### config.mk
export PLATFORM = sky130hd
export DESIGN_NAME = indexed_array_list_flat
export DESIGN_NICKNAME = d
export VERILOG_FILES = /design/src/rtl/iarr_pkg.sv /design/src/rtl/iarr_if.sv /design/src/rtl/indexed_array_list.sv /design/src/rtl/iarr_cell.sv /design/src/flat_wrapper.sv
export SDC_FILE = /design/constraint.sdc
export NUM_CORES = 1
export LEC_CHECK = 0
export ABC_AREA = 0
export BUFFER_PORTS_ARGS = -buffer_cell sky130_fd_sc_hd__buf_2
export CAP_MARGIN = 0
export CORE_AREA = 2 2 230 232
export CTS_CLUSTER_SIZE = 24
export DETAILED_ROUTE_END_ITERATION = 7
export DIE_AREA = 0 0 232 234
export PLACE_DENSITY = 0.92
export REMOVE_ABC_BUFFERS = 1
export SETUP_SLACK_MARGIN = 0.4
export SYNTH_ARGS = -nofsm -noshare
export SYNTH_HDL_FRONTEND = slang
export SYNTH_HIERARCHICAL = 1
export SYNTH_SLANG_ARGS = --single-unit
### constraint.sdc
create_clock -name i_clk -period 7.1 [get_ports i_clk]
set_input_delay 0.355 -clock i_clk [delete_from_list [all_inputs] [get_ports i_clk]]
set_output_delay 0.355 -clock i_clk [all_outputs]
set_load 0.05 [all_outputs]
### src/rtl/iarr_pkg.sv
// shared types and constants for the indexed array list
`default_nettype none

package iarr_pkg;

    // capacity and word size of the list
    localparam int DEPTH      = 16;
    localparam int DATA_WIDTH = 32;

    // widths of the request and result fields
    localparam int POS_W  = 5;
    localparam int CNT_W  = $clog2(DEPTH + 1);
    localparam int IDX_W  = $clog2(DEPTH);
    localparam int CMP_W  = (CNT_W > POS_W) ? CNT_W : POS_W;
    localparam int FLD_DW = 32;
    localparam int FLD_CW = 5;

    typedef logic [DATA_WIDTH-1:0] t_data;
    typedef logic [CNT_W-1:0]      t_cnt;
    typedef logic [IDX_W-1:0]      t_idx;
    typedef logic [CMP_W-1:0]      t_cmp;

    // request kinds
    typedef enum logic [1:0] {
        REQ_APPEND = 2'd0,
        REQ_INSERT = 2'd1,
        REQ_ERASE  = 2'd2,
        REQ_READ   = 2'd3
    } t_req_type;

    // result status codes
    typedef enum logic [1:0] {
        ST_OK        = 2'd0,
        ST_FULL      = 2'd1,
        ST_EMPTY     = 2'd2,
        ST_BAD_INDEX = 2'd3
    } t_status;

    // what one cell does at the next edge
    typedef enum logic [1:0] {
        CELL_HOLD       = 2'd0,
        CELL_LOAD       = 2'd1,
        CELL_FROM_LOWER = 2'd2,
        CELL_FROM_UPPER = 2'd3
    } t_cell_op;

endpackage

`default_nettype wire

### src/rtl/iarr_if.sv
// request and result channel interfaces of the indexed array list
`default_nettype none

interface iarr_req_if;
    logic                       valid;
    logic                       ready;
    logic [1:0]                 req_type;
    logic [iarr_pkg::POS_W-1:0] position;
    logic [31:0]                item_value;

    modport source (output valid, output req_type, output position, output item_value,
                    input ready);
    modport sink (input valid, input req_type, input position, input item_value,
                  output ready);
endinterface

interface iarr_rsp_if;
    logic                        valid;
    logic                        ready;
    logic [iarr_pkg::FLD_DW-1:0] read_value;
    logic [iarr_pkg::FLD_CW-1:0] count;
    logic                        is_empty;
    logic [1:0]                  status;

    modport source (output valid, output read_value, output count, output is_empty,
                    output status, input ready);
    modport sink (input valid, input read_value, input count, input is_empty,
                  input status, output ready);
endinterface

`default_nettype wire

### src/rtl/indexed_array_list.sv
// Fixed-capacity ordered list of data words built as a row of cells. Each request
// (append, insert at index, erase at index, read at index) is checked against the
// entry count and every cell moves, loads or holds its word at the accepting edge, so
// a new request is accepted in every cycle unless the receiver holds the result register.
// The result is in the output register from the cycle after acceptance and the next
// request is taken while it waits, unless that register is still held. Storage
// contents are undefined after reset; only entries below the count are ever read.
`default_nettype none

module indexed_array_list (
    input  wire logic i_clk,
    input  wire logic i_rst_n,
    iarr_req_if.sink   i_req,
    iarr_rsp_if.source o_rsp
);

    iarr_pkg::t_data  w_cell_q [iarr_pkg::DEPTH];
    iarr_pkg::t_cell_op w_cell_op [iarr_pkg::DEPTH];

    iarr_pkg::t_cnt r_count;
    iarr_pkg::t_cnt n_count;

    logic                r_rsp_valid;
    iarr_pkg::t_data     r_read_value;
    iarr_pkg::t_data     n_read_value;
    iarr_pkg::t_cnt      r_rsp_count;
    logic                r_is_empty;
    iarr_pkg::t_status   r_status;
    iarr_pkg::t_status   n_status;

    logic               w_accept;
    logic               w_full;
    logic               w_empty;
    iarr_pkg::t_req_type w_type;
    iarr_pkg::t_cmp     w_pos;
    iarr_pkg::t_cmp     w_cnt;
    iarr_pkg::t_cmp     w_ins_pos;
    iarr_pkg::t_data    w_word;
    logic               w_do_ins;
    logic               w_do_era;

    // request handshake: output register frees up when taken
    assign i_req.ready = i_rst_n && (!r_rsp_valid || o_rsp.ready);
    assign w_accept    = i_req.valid && i_req.ready;

    assign w_type  = iarr_pkg::t_req_type'(i_req.req_type);
    assign w_pos   = iarr_pkg::t_cmp'(i_req.position);
    assign w_cnt   = iarr_pkg::t_cmp'(r_count);
    assign w_word  = iarr_pkg::t_data'(i_req.item_value);
    assign w_full  = (r_count == iarr_pkg::t_cnt'(iarr_pkg::DEPTH));
    assign w_empty = (r_count == '0);
    assign w_ins_pos = (w_type == iarr_pkg::REQ_APPEND) ? w_cnt : w_pos;

    // request checks, status and count update
    always_comb begin
        n_status     = iarr_pkg::ST_OK;
        n_count      = r_count;
        n_read_value = '0;
        w_do_ins     = 1'b0;
        w_do_era     = 1'b0;
        unique case (w_type)
            iarr_pkg::REQ_APPEND: begin
                if (w_full) begin
                    n_status = iarr_pkg::ST_FULL;
                end else begin
                    w_do_ins = 1'b1;
                end
            end
            iarr_pkg::REQ_INSERT: begin
                priority if (w_full) begin
                    n_status = iarr_pkg::ST_FULL;
                end else if (w_pos > w_cnt) begin
                    n_status = iarr_pkg::ST_BAD_INDEX;
                end else begin
                    w_do_ins = 1'b1;
                end
            end
            iarr_pkg::REQ_ERASE: begin
                priority if (w_empty) begin
                    n_status = iarr_pkg::ST_EMPTY;
                end else if (w_pos >= w_cnt) begin
                    n_status = iarr_pkg::ST_BAD_INDEX;
                end else begin
                    w_do_era = 1'b1;
                end
            end
            default: begin
                priority if (w_empty) begin
                    n_status = iarr_pkg::ST_EMPTY;
                end else if (w_pos >= w_cnt) begin
                    n_status = iarr_pkg::ST_BAD_INDEX;
                end else begin
                    n_read_value = w_cell_q[iarr_pkg::t_idx'(w_pos)];
                end
            end
        endcase
        if (w_do_ins) begin
            n_count = r_count + iarr_pkg::t_cnt'(1);
        end else if (w_do_era) begin
            n_count = r_count - iarr_pkg::t_cnt'(1);
        end
    end

    // row of cells with per-cell move control
    for (genvar k = 0; k < iarr_pkg::DEPTH; k++) begin : g_cell
        iarr_pkg::t_data w_lower;
        iarr_pkg::t_data w_upper;

        always_comb begin
            w_cell_op[k] = iarr_pkg::CELL_HOLD;
            if (w_accept && w_do_ins) begin
                if (iarr_pkg::t_cmp'(k) == w_ins_pos) begin
                    w_cell_op[k] = iarr_pkg::CELL_LOAD;
                end else if (iarr_pkg::t_cmp'(k) > w_ins_pos) begin
                    w_cell_op[k] = iarr_pkg::CELL_FROM_LOWER;
                end
            end else if (w_accept && w_do_era) begin
                if (iarr_pkg::t_cmp'(k) >= w_pos) begin
                    w_cell_op[k] = iarr_pkg::CELL_FROM_UPPER;
                end
            end
        end

        if (k == 0) begin : g_first
            assign w_lower = w_word;
        end else begin : g_mid_lo
            assign w_lower = w_cell_q[k-1];
        end
        if (k == iarr_pkg::DEPTH - 1) begin : g_last
            assign w_upper = w_cell_q[k];
        end else begin : g_mid_hi
            assign w_upper = w_cell_q[k+1];
        end

        iarr_cell u_cell (
            .i_clk   (i_clk),
            .i_op    (w_cell_op[k]),
            .i_word  (w_word),
            .i_lower (w_lower),
            .i_upper (w_upper),
            .o_q     (w_cell_q[k])
        );
    end

    // entry count
    always_ff @(posedge i_clk) begin
        if (!i_rst_n) begin
            r_count <= '0;
        end else if (w_accept) begin
            r_count <= n_count;
        end
    end

    // result register valid
    always_ff @(posedge i_clk) begin
        if (!i_rst_n) begin
            r_rsp_valid <= 1'b0;
        end else if (w_accept) begin
            r_rsp_valid <= 1'b1;
        end else if (o_rsp.ready) begin
            r_rsp_valid <= 1'b0;
        end
    end

    // result payload
    always_ff @(posedge i_clk) begin
        if (w_accept) begin
            r_read_value <= n_read_value;
            r_rsp_count  <= n_count;
            r_is_empty   <= (n_count == '0);
            r_status     <= n_status;
        end
    end

    assign o_rsp.valid      = r_rsp_valid;
    assign o_rsp.read_value = iarr_pkg::FLD_DW'(r_read_value);
    assign o_rsp.count      = iarr_pkg::FLD_CW'(r_rsp_count);
    assign o_rsp.is_empty   = r_is_empty;
    assign o_rsp.status     = r_status;

    // count never passes capacity
    a_count_cap: assert property (@(posedge i_clk) disable iff (!i_rst_n)
        r_count <= iarr_pkg::t_cnt'(iarr_pkg::DEPTH))
        else $error("entry count above capacity");

    // accepted append into a list with room grows it by one
    a_append_grows: assert property (@(posedge i_clk) disable iff (!i_rst_n)
        (w_accept && w_type == iarr_pkg::REQ_APPEND && !w_full)
        |=> r_count == $past(r_count) + iarr_pkg::t_cnt'(1))
        else $error("append did not grow the list");

    // a full status is only reported for a full list
    a_full_status: assert property (@(posedge i_clk) disable iff (!i_rst_n)
        (r_rsp_valid && r_status == iarr_pkg::ST_FULL)
        |-> r_rsp_count == iarr_pkg::t_cnt'(iarr_pkg::DEPTH))
        else $error("full status with room left");

    // empty flag agrees with the reported count
    a_empty_flag: assert property (@(posedge i_clk) disable iff (!i_rst_n)
        r_rsp_valid |-> (r_is_empty == (r_rsp_count == '0)))
        else $error("empty flag disagrees with count");

    // a rejected request leaves the count unchanged
    a_reject_holds: assert property (@(posedge i_clk) disable iff (!i_rst_n)
        (w_accept && n_status != iarr_pkg::ST_OK) |=> $stable(r_count))
        else $error("rejected request changed the count");

endmodule

`default_nettype wire

### src/rtl/iarr_cell.sv
// one storage cell of the list: holds, loads, or takes a neighbour's word
`default_nettype none

module iarr_cell (
    input  wire logic               i_clk,
    input  wire iarr_pkg::t_cell_op i_op,
    input  wire iarr_pkg::t_data    i_word,
    input  wire iarr_pkg::t_data    i_lower,
    input  wire iarr_pkg::t_data    i_upper,
    output iarr_pkg::t_data         o_q
);

    iarr_pkg::t_data r_q;
    iarr_pkg::t_data n_q;

    // select the next word
    always_comb begin
        unique case (i_op)
            iarr_pkg::CELL_LOAD:       n_q = i_word;
            iarr_pkg::CELL_FROM_LOWER: n_q = i_lower;
            iarr_pkg::CELL_FROM_UPPER: n_q = i_upper;
            default:                   n_q = r_q;
        endcase
    end

    // payload register, no reset
    always_ff @(posedge i_clk) begin
        r_q <= n_q;
    end

    assign o_q = r_q;

endmodule

`default_nettype wire

### src/flat_wrapper.sv
// flat-port wrapper written by rule: the top's interface ports become plain ports
module indexed_array_list_flat 
  (i_clk, i_rst_n, i_req_valid, i_req_req_type, i_req_position, i_req_item_value, i_req_ready, o_rsp_valid, o_rsp_read_value, o_rsp_count, o_rsp_is_empty, o_rsp_status, o_rsp_ready);
  iarr_req_if i_req_i ();
  iarr_rsp_if o_rsp_i ();
  input  wire logic i_clk;
  input  wire logic i_rst_n;
  input wire logic [$bits(i_req_i.valid)-1:0] i_req_valid;
  input wire logic [$bits(i_req_i.req_type)-1:0] i_req_req_type;
  input wire logic [$bits(i_req_i.position)-1:0] i_req_position;
  input wire logic [$bits(i_req_i.item_value)-1:0] i_req_item_value;
  output wire logic [$bits(i_req_i.ready)-1:0] i_req_ready;
  output wire logic [$bits(o_rsp_i.valid)-1:0] o_rsp_valid;
  output wire logic [$bits(o_rsp_i.read_value)-1:0] o_rsp_read_value;
  output wire logic [$bits(o_rsp_i.count)-1:0] o_rsp_count;
  output wire logic [$bits(o_rsp_i.is_empty)-1:0] o_rsp_is_empty;
  output wire logic [$bits(o_rsp_i.status)-1:0] o_rsp_status;
  input wire logic [$bits(o_rsp_i.ready)-1:0] o_rsp_ready;
  assign i_req_i.valid = i_req_valid;
  assign i_req_i.req_type = i_req_req_type;
  assign i_req_i.position = i_req_position;
  assign i_req_i.item_value = i_req_item_value;
  assign i_req_ready = i_req_i.ready;
  assign o_rsp_valid = o_rsp_i.valid;
  assign o_rsp_read_value = o_rsp_i.read_value;
  assign o_rsp_count = o_rsp_i.count;
  assign o_rsp_is_empty = o_rsp_i.is_empty;
  assign o_rsp_status = o_rsp_i.status;
  assign o_rsp_i.ready = o_rsp_ready;
  indexed_array_list u_core (.i_clk(i_clk), .i_rst_n(i_rst_n), .i_req(i_req_i), .o_rsp(o_rsp_i));
endmodule
==> Word-level counts from Yosys, hierarchy flattened <==
Index checks and enable logic that the tools add are counted.
{ "totals": {"reg_bits": 558, "in_bits": 43, "elab_cells": 271} }
{ "op_classes": {"n_addsub": 2, "n_lt_le_gt_ge": 35, "n_eq_ne": 65, "mux": 117, "n_bitwise": 1, "n_reduce_logical": 29} }
{ "ops": {"columns": ["op", "count"], "rows": [
  ["case mux 32 bit (3 select lines)", 14],
  ["two-way mux 2 bit", 84],
  ["binary-select mux 32 bit (select 4 bit)", 1],
  ["case mux 32 bit (2 select lines)", 2],
  ["equality test 2 bit, second input constant", 32],
  ["two-way mux 32 bit", 2],
  ["nonzero test 3 bit", 14],
  ["equality test 4 x 5 -> 1 bit, first input constant", 8],
  [">= comparator 4 x 5 -> 1 bit, first input constant", 8],
  ["greater-than comparator 4 x 5 -> 1 bit, first input constant", 8],
  ["equality test 2 x 1 -> 1 bit, second input constant", 17],
  ["equality test 3 x 5 -> 1 bit, first input constant", 4],
  [">= comparator 3 x 5 -> 1 bit, first input constant", 4],
  ["greater-than comparator 3 x 5 -> 1 bit, first input constant", 4],
  ["zero test 5 bit", 3],
  ["two-way mux 5 bit", 3],
  ["equality test 2 x 5 -> 1 bit, first input constant", 2],
  [">= comparator 1 x 5 -> 1 bit, first input constant", 2],
  [">= comparator 2 x 5 -> 1 bit, first input constant", 2],
  ["greater-than comparator 1 x 5 -> 1 bit, first input constant", 2],
  ["greater-than comparator 2 x 5 -> 1 bit, first input constant", 2],
  ["two-way mux 1 bit", 9],
  ["nonzero test 2 bit", 3],
  ["adder 5 x 1 -> 5 bit, second input constant", 1],
  ["other kinds (15)", 18]
]} }

==> Logic depth before layout (Yosys ltp) <==
{ "logic_depth": {"word_depth": 10, "mapped_depth": 14} }

==> By module <==
The synthesis kept the hierarchy.
{ "by_module_without_submodules": {"columns": ["module", "instances", "cells_each", "area_each_um2", "seq_area_each_um2"], "rows": [
  ["iarr_cell", 16, 140, 1672.9, 960.9],
  ["indexed_array_list", 1, 476, 6615.1, 1321.3]
]} }

==> Least setup slack after synthesis <==
No wires, ideal clock.
{ "synth_path": {"path_kind": "register to register", "start": "register u_core.r_count[4]", "end": "register u_core.g_cell[8].u_cell.r_q[0], enable pin", "setup_ns": 0.375, "t_arrival_ns": 3.036, "required_ns": 6.725, "slack_ns": 3.690, "stages_incl_launch_ff": 12, "synth_period_minus_slack_ns": 3.410, "path_cell_list": "dfxtp_1 > inv_1 > ha_1 > a21oi_1 > o221ai_2 > a21boi_4 > nand3b_2 > or3_1 > o21ai_1 > buf_6 > buf_12 > or2_2"} }
{ "synth_lines": {"columns": ["item", "line", "text"], "rows": [
  ["start, declared", "indexed_array_list.sv:20", "iarr_pkg::t_cnt r_count;"],
  ["start signal, assigned", "indexed_array_list.sv:150", "r_count <= n_count;"],
  ["end signal, assigned", "iarr_cell.sv:28", "r_q <= n_q;"],
  ["end, declared", "iarr_cell.sv:13", "iarr_pkg::t_data r_q;"]
]} }

==> metrics.md <==
| Metric | Value |
|---|---|
| Max_slew headroom | `13.42%` |
| Largest stage delay on the critical path | `0.91 ns` |
| Synth cell types | `58` |
| DP Area | `33400 sq um` |
| Worst reg-to-reg path cell count | `11` |
| Clock transition at the registers of the reported paths | `0.06 ns` |
| Largest net degree at the start of global routing | `115` |
| 1st-iter DRT viols | `3747` |
| Fin crit share | `67.55%` |
| GRT Overall Usage | `33.46%` |
| Antenna viol nets, final | `0` |
| Power density over the cells | `213.8 nW/um^2` |
| Sw Pwr | `0.001768 W` |
| Reg power frac | `49.4%` |
| DIE WIDTH | `232 um` |
| Critical path's slowest cell | `or2_2` |
| Worst min path class | `input port to flop` |
| Cell Area, Synth | `33380 sq um` |
| Outcome | `complete, no violations` |
| Slew @ Worst Pin | `1.299 ns` |
| VDD IR max | `0.1921 mV` |
| Core region area | `52020 sq um` |
| Nets@finish | `2726` |
| First-pass GRT wire length | `139200 um` |
| Post-synth EDFFs | `552` |
| CP endpoint | `u_core/g_cell[2].u_cell/o_q[31]` |
| Depth of the CTS H-tree | `2` |
| Die Area | `54290 sq um` |
| Initial core utilization | `64.16%` |
| Grt ovf | `0` |
| Crit Path Class | `flop to flop` |
| Vias | `24370` |
| # DRC | `0` |
| Leak | `10.83 nW` |
| Setup violators final | `0` |
| Initial antenna violation count | `2` |
| Critical path endpoint category | `flop` |
| Clk sink count | `558` |
| Cell row count | `84` |
| CTS tree | `done` |
| Worst-Skew Late Latency | `0.63 ns` |
| CTS resizes | `0` |
| Top Ports | `85` |
| Unrepaired setup endpoints after global routing | `false` |
| Clock Path Buffers | `3` |
| Total Neg Setup Slack | `0 ns` |
| Die Y | `234 um` |
| Fillers | `3430` |
| Combinational power share | `9.1%` |
| Capture point of the worst reg-to-reg path | `u_core/g_cell[2].u_cell/o_q[31]` |
| Syn_area_per_cell | `12.29 sq um` |
| Num CTS Buffers | `57` |
| Non-filler instance count after layout | `3408` |
| Max FO, Critical Path | `65` |
| Setup crit start | `u_core/r_count[2]` |
| Slew Limit Fails | `0` |
| # Max-Cap Violations | `0` |
| Synthesis Warnings | `6` |
| Internal | `0.005783 W` |
| Vias per cell | `7.151` |
| Arrival @ worst endpoint | `5.03 ns` |
| Synthesized flop and latch total | `558` |
| Nature of the critical path startpoint | `flop` |
| Max Clock Freq | `0.2085 GHz` |
| R2R setup slack | `2.30 ns` |
| Number of port buffers | `84` |
| Vias in the first global route | `24540` |
| Syn-to-layout area delta | `5.825%` |
| Synth Instances | `2716` |
| Root buf cell | `clkbuf_16` |
| Mean routed wirelength per cell | `26.72 um` |
| Async SR Flop Fraction | `0%` |
| Routed wire length | `91060 um` |
| Register area share after synthesis | `50.02%` |
| DR pass1 iterations | `6` |
| Final min period | `4.796 ns` |
| Clock Skews | `0.02224 ns` |
| Final Core Density | `67.90%` |
| Hold WS | `0.04227 ns` |
| Most common cell on crit path | `buf_4` |
| Final Cell Area | `35330 sq um` |
| Net Sw Frac | `23.41%` |
| Clock power share | `41.5%` |
| RePlAce Congestion | `0.8484` |
| Placed Cells | `3300` |
| Layout cells sized above 1 | `15.89%` |
| CP cell instances | `inv_1 > ha_1 > and4_1 > a21oi_1 > a21boi_4 > nand3_1 > buf_4 > or3_1 > o21ai_4 > buf_4 > or2_2` |
| Crit path required time | `7.34 ns` |
| R2r startpoint | `u_core/r_count[2]` |
| Hold Vio Cnt, Final | `0` |
| Hpwl dp | `52910 um` |
| Main synth FF type | `edfxtp_1` |
[cells in the final DEF (no fill, tap or decap), drive strengths merged, types with 3 or more instances in the layout]
cell type / count
ha: 11
o21bai: 3
clkinv: 23
nor2b: 36
dfxtp: 6
nor4: 3
inv: 18
o31ai: 3
or2: 16
nand3: 7
edfxtp: 552
buf: 122
a21oi: 522
o22ai: 3
nor2: 527
nand2: 23
mux2i: 515
xnor2: 3
clkbuf: 71
nor3: 8
mux4: 160
o21ai: 33
mux2: 3
a21o: 4
bufinv: 9
or3: 4
[state kept, by name, summed over array words and instances (netlist names)]
register                  cells
u_core/r_count                5
u_core/o_rsp.read_value      32
u_core/o_rsp.is_empty         1
u_core/o_rsp.status           2
u_core/o_rsp.valid            1
u_core/o_rsp.count            5
u_core/g_cell.u_cell/o_q    512
[through the flow]
| step | power, W | setup WS [ns] |
|---|---|---|
| floorplan | 0.004213 | 0.2594 |
| global placement | 0.004416 | 2.135 |
| detailed placement | 0.004459 | 1.994 |
| CTS | 0.007551 | 2.415 |
| global route | 0.007736 | 2.107 |
| finish | 0.007551 | 2.304 |
[critical path, delay by kind of cell (launching register included)]
kind                       cells  cell delay [ns]
buffers and inverters          3             1.05
adders and majority gates      1             0.37
DFF                            1             0.50
AOI/OAI and AO/OA              3             0.58
and+or+nand+nor                4             1.86
[worst min path at each step]
stage	startpoint	to	slack, ns	cells past startpoint
2_1_floorplan	i_req_valid	u_core/o_rsp.valid	0.48	2
3_3_place_gp	u_core/r_count[1]	u_core/r_count[1]	0.54	2
3_5_place_dp	u_core/r_count[1]	u_core/r_count[1]	0.58	2
4_1_cts	i_rst_n	u_core/r_count[2]	0.04	3
5_1_grt	i_rst_n	u_core/r_count[2]	0.06	3
6_report	i_rst_n	u_core/r_count[2]	0.04	3
[power by group through the flow]
stage               clock network [W]  registers [W]  logic (W)
floorplan                           0        0.00382   0.000397
global placement                    0        0.00379   0.000626
detailed placement                  0        0.00379   0.000664
CTS                           0.00315        0.00373   0.000676
global route                  0.00327        0.00373   0.000738
finish                        0.00313        0.00373   0.000689
[cell usage after synthesis (all sizes together), types with 11 or more instances]
library cell	instances	area (sq um)
or2	16	100.1
inv	17	63.81
nand2	23	86.33
nor2b	36	225.2
ha	11	137.6
clkbuf	66	247.7
nor2	527	1978
mux4	160	3603
o21ai	33	176.4
a21oi	522	2620
edfxtp	552	16580
buf	160	1694
mux2i	515	5155
[per-layer routing]
| layer | track usage, % | wire length [um] |
|---|---|---|
| met2 | 53.89 | 43110 |
| met1 | 42.67 | 31970 |
| met5 | 0 | 10 |
| met3 | 7.040 | 11050 |
| met4 | 18.65 | 4919 |
[timing repair]
action	CTS	global route
setup buffers	0	0
hold buffers	1	0
endpoints found under the hold margin	1	0
[logic make-up (layout without fill, tap and decap cells)]
family	Yosys count	in the layout	synth area share, %
other cells	0	1	0
fa+ha+maj	11	11	0.4123
mux	678	678	26.34
xor+xnor	3	3	0.07873
flops	558	558	50.02
compound gates	585	585	9.217
buf+inv	243	246	6.008
simple gates	638	638	7.928
[layout make-up]
cell class	count	area [sq um]	area share, %
Antenna cell	1	2.502	0.007084
Clock inverter	35	406.6	1.151
Clock buffer	71	1510	4.275
Tap cell	688	860.8	2.437
Sequential cell	558	16700	47.26
Timing Repair Buffer	123	759.5	2.150
Multi-Input combinational cell	1915	15030	42.54
Inverter	17	63.81	0.1806
Note: power is estimated with default switching activity, not from simulation.
